$ cat config.mk
export PLATFORM = sky130hd
export DESIGN_NAME = lu_ram
export DESIGN_NICKNAME = d
export VERILOG_FILES = /design/src/sv/lu_ram.sv
export SDC_FILE = /design/constraint.sdc
export NUM_CORES = 2
export LEC_CHECK = 0
export ABC_AREA = 1
export BUFFER_PORTS_ARGS = -buffer_cell sky130_fd_sc_hd__buf_2
export CAP_MARGIN = 5
export CORE_UTILIZATION = 40
export CTS_BUF_LIST = sky130_fd_sc_hd__clkbuf_8
export DETAILED_ROUTE_END_ITERATION = 7
export PLACE_DENSITY = 0.65
export REMOVE_ABC_BUFFERS = 1
export SLEW_MARGIN = 20
export SYNTH_ARGS = -nofsm -noshare
export SYNTH_HDL_FRONTEND = slang
export SYNTH_SLANG_ARGS = --single-unit
$ cat constraint.sdc
create_clock -name clk -period 8.9 [get_ports clk]
set_clock_uncertainty 0.1 [all_clocks]
set_input_delay 1.78 -clock clk [delete_from_list [all_inputs] [get_ports clk]]
set_output_delay 1.78 -clock clk [all_outputs]
set_load 0.05 [all_outputs]
$ cat src/sv/lu_ram.sv
`timescale 1ns / 1ps
// ----------------------------------------------------------------------------
// lu_ram: generic simple dual-port ram
// one write and one registered read per cycle
// ----------------------------------------------------------------------------
module lu_ram #(
    parameter int WIDTH = 32,
    parameter int DEPTH = 64
) (
    input  logic                     clk,
    input  logic                     we,
    input  logic [$clog2(DEPTH)-1:0] waddr,
    input  logic [WIDTH-1:0]         wdata,
    input  logic [$clog2(DEPTH)-1:0] raddr,
    output logic [WIDTH-1:0]         rdata
);

    logic [WIDTH-1:0] mem [DEPTH];

    // write port and registered read
    always_ff @(posedge clk)
    begin
        if (we)
            mem[waddr] <= wdata;
        rdata <= mem[raddr];
    end

endmodule

==> out/qor.csv <==
metric,value,unit
nets,6905,
cpPeakStageDelay,0.69,ns
syn2layout_area_growth,10.9,%
post_drt_wl_per_cell,24.5,um
portBuffers,77,
setup_tns,0,ns
clockBufferDepth,4,
cts_tree,done,
path_clk_slew,0.06,ns
clock-sinks,2080,
track_usage,22.6,%
critPathMaxFanout,102,
holdWs,0.685,ns
power,19.5,mW
worst_slew_pin_slew,1.22,ns
cts_root_buffer,clkbuf_8,
path_common_cell,nand3_1,
holdBufCountCts,0,
synth_cell_types,16,
crit_chain,buf_8 > inv_8 > buf_12 > buf_4 > nand3_1 > nand3_1 > nand2_1 > nand2_1 > nand3_1 > nand3_1 > nand2_1,
cp-end-kind,flop,
finalCritPeriodShare,52.4,%
instances_no_fill,9808,
critPathSlowestCell,buf_4,
start_kind,input pin,
synthCells,6769,
synthTopCellsByCount,"nand2_1, edfxtp_1, nand3_1, buf_2, clkbuf_1",
cellPowerDensity,212,nW/um2
fin_area,91700,um2
h-tree-depth,5,
die_area,209000,um2
drt-pass1-iter-count,7,
synth_area,82700,um2
fin_util,44.8,%
io_pins,78,
layout_setup_ws,4.23,ns
post_cts_buffers,0,
cts_resized,0,
timing.fmax,214,MHz
critPathArrivalTime,5.45,ns
synth_top_cell_area_share,74.3,%
clkLatencyLatePin,1.05,ns
grt_max_degree,234,
cts_buffers,323,
grt_antenna_before_repair,20,
worstPathRequired,9.68,ns
syn_area_per_cell,12.2,um2
drive_gt1_share,9.31,%
pre_cts_ws,3.22,ns
synthTopCellsByArea,"edfxtp_1, nand3_1, nand2_1",
ir_worst_vdd,0.000112,V
synth-edff-count,2048,
dominantRegCellSynth,edfxtp_1,
place_hpwl,117,mm
dp_cells,9222,
period_needed,4.67,ns
slew_viol_final,0,
ys_seq_area_share,75.1,%
grt_pass1_wl,348,mm
wl,240,mm
die_x,457,um
critPathKind,input pin to flop,
placed_cell_area,86000,um2
grt_pass1_vias,51800,
initial_core_util,40.4,%
synthArstFlopShare,0,%
antenna_left,0,
grt_overflow_total,0,
row_count,166,
ys_ff_latch,2080,
yosysWarnings,0,
gp_congestion,0.825,
synth_most_common_cell,nand2_1,
hold_viol,0,
slew_headroom,19.0,%
drc_errors,0,
maxCapViolCount,0,
hp-class,flop to flop,
status,"finished, final reports clean",
num_vias,54800,
synth_top_cell_by_area,edfxtp_1,
rsz0062_at_grt,false,
setup_violations,0,
via_per_inst,5.59,
p_leak,32.3,nW
die_h,457,um
core_area,205000,um2
drtIter0Drc,7466,
## metal layers
metal	GRT usage, %	vias up	part of all wire (%)
met3	3.53	451	9.1
met5	0	-	0.0091
li1	-	24300	-
met2	35.6	2913	47
met4	13.1	4	5.0
met1	29.7	27100	39
## cells by family after synthesis
group                  synth area share (%)
and+or+nand+nor                        22.1
buffers and inverters                  2.78
DFF                                    75.1
## worst paths after layout
check	start	to	slack, ns	depth (start not counted)
max reg2reg	mem[26][4]	rdata[4]	6.88	8
min reg2reg	mem[58][14]	rdata[14]	0.69	8
max	raddr[1]	rdata[4]	4.23	11
min	mem[58][14]	rdata[14]	0.69	8
## state kept, by name, summed over array words and instances, names as in the netlist
signal / flops
mem: 2048
rdata: 32
## final cells by class
cell class                      count  area (um2)
Fill cell                       18200      113000
Sequential cell                  2080       62100
Multi-Input combinational cell   4228       18800
Clock buffer                      340        4680
Tap cell                         2688        3360
Timing Repair Buffer              214        1630
Clock inverter                    203         977
Antenna cell                       43         108
Inverter                           12        82.6
## where the power goes
group          internal, mW  total [mW]  switching, mW  leakage [nW]
combinational         0.283        1.30           1.01          10.3
clock                  3.68        7.26           3.58          3.31
sequential             10.8        10.9         0.0674          18.7
## worst max-delay path: cells and delay by family
family                 cells  cell delay (ns)
buffers and inverters      4             2.06
and+or+nand+nor            7             1.39
## layout by cell type, fill, tap and decap left out, drive strengths merged
cell type  synthesis  routed
nor2              56      56
dfxtp             32      32
inv               12     124
clkinv             0      81
clkbuf            77     340
buf              372     214
nand4              9       9
bufinv             0       6
nand2           2248    2248
diode              0      43
clkinvlp           0       4
edfxtp          2048    2048
nor4               8       8
nand3           1907    1907
(Power assumes the default switching activity.)
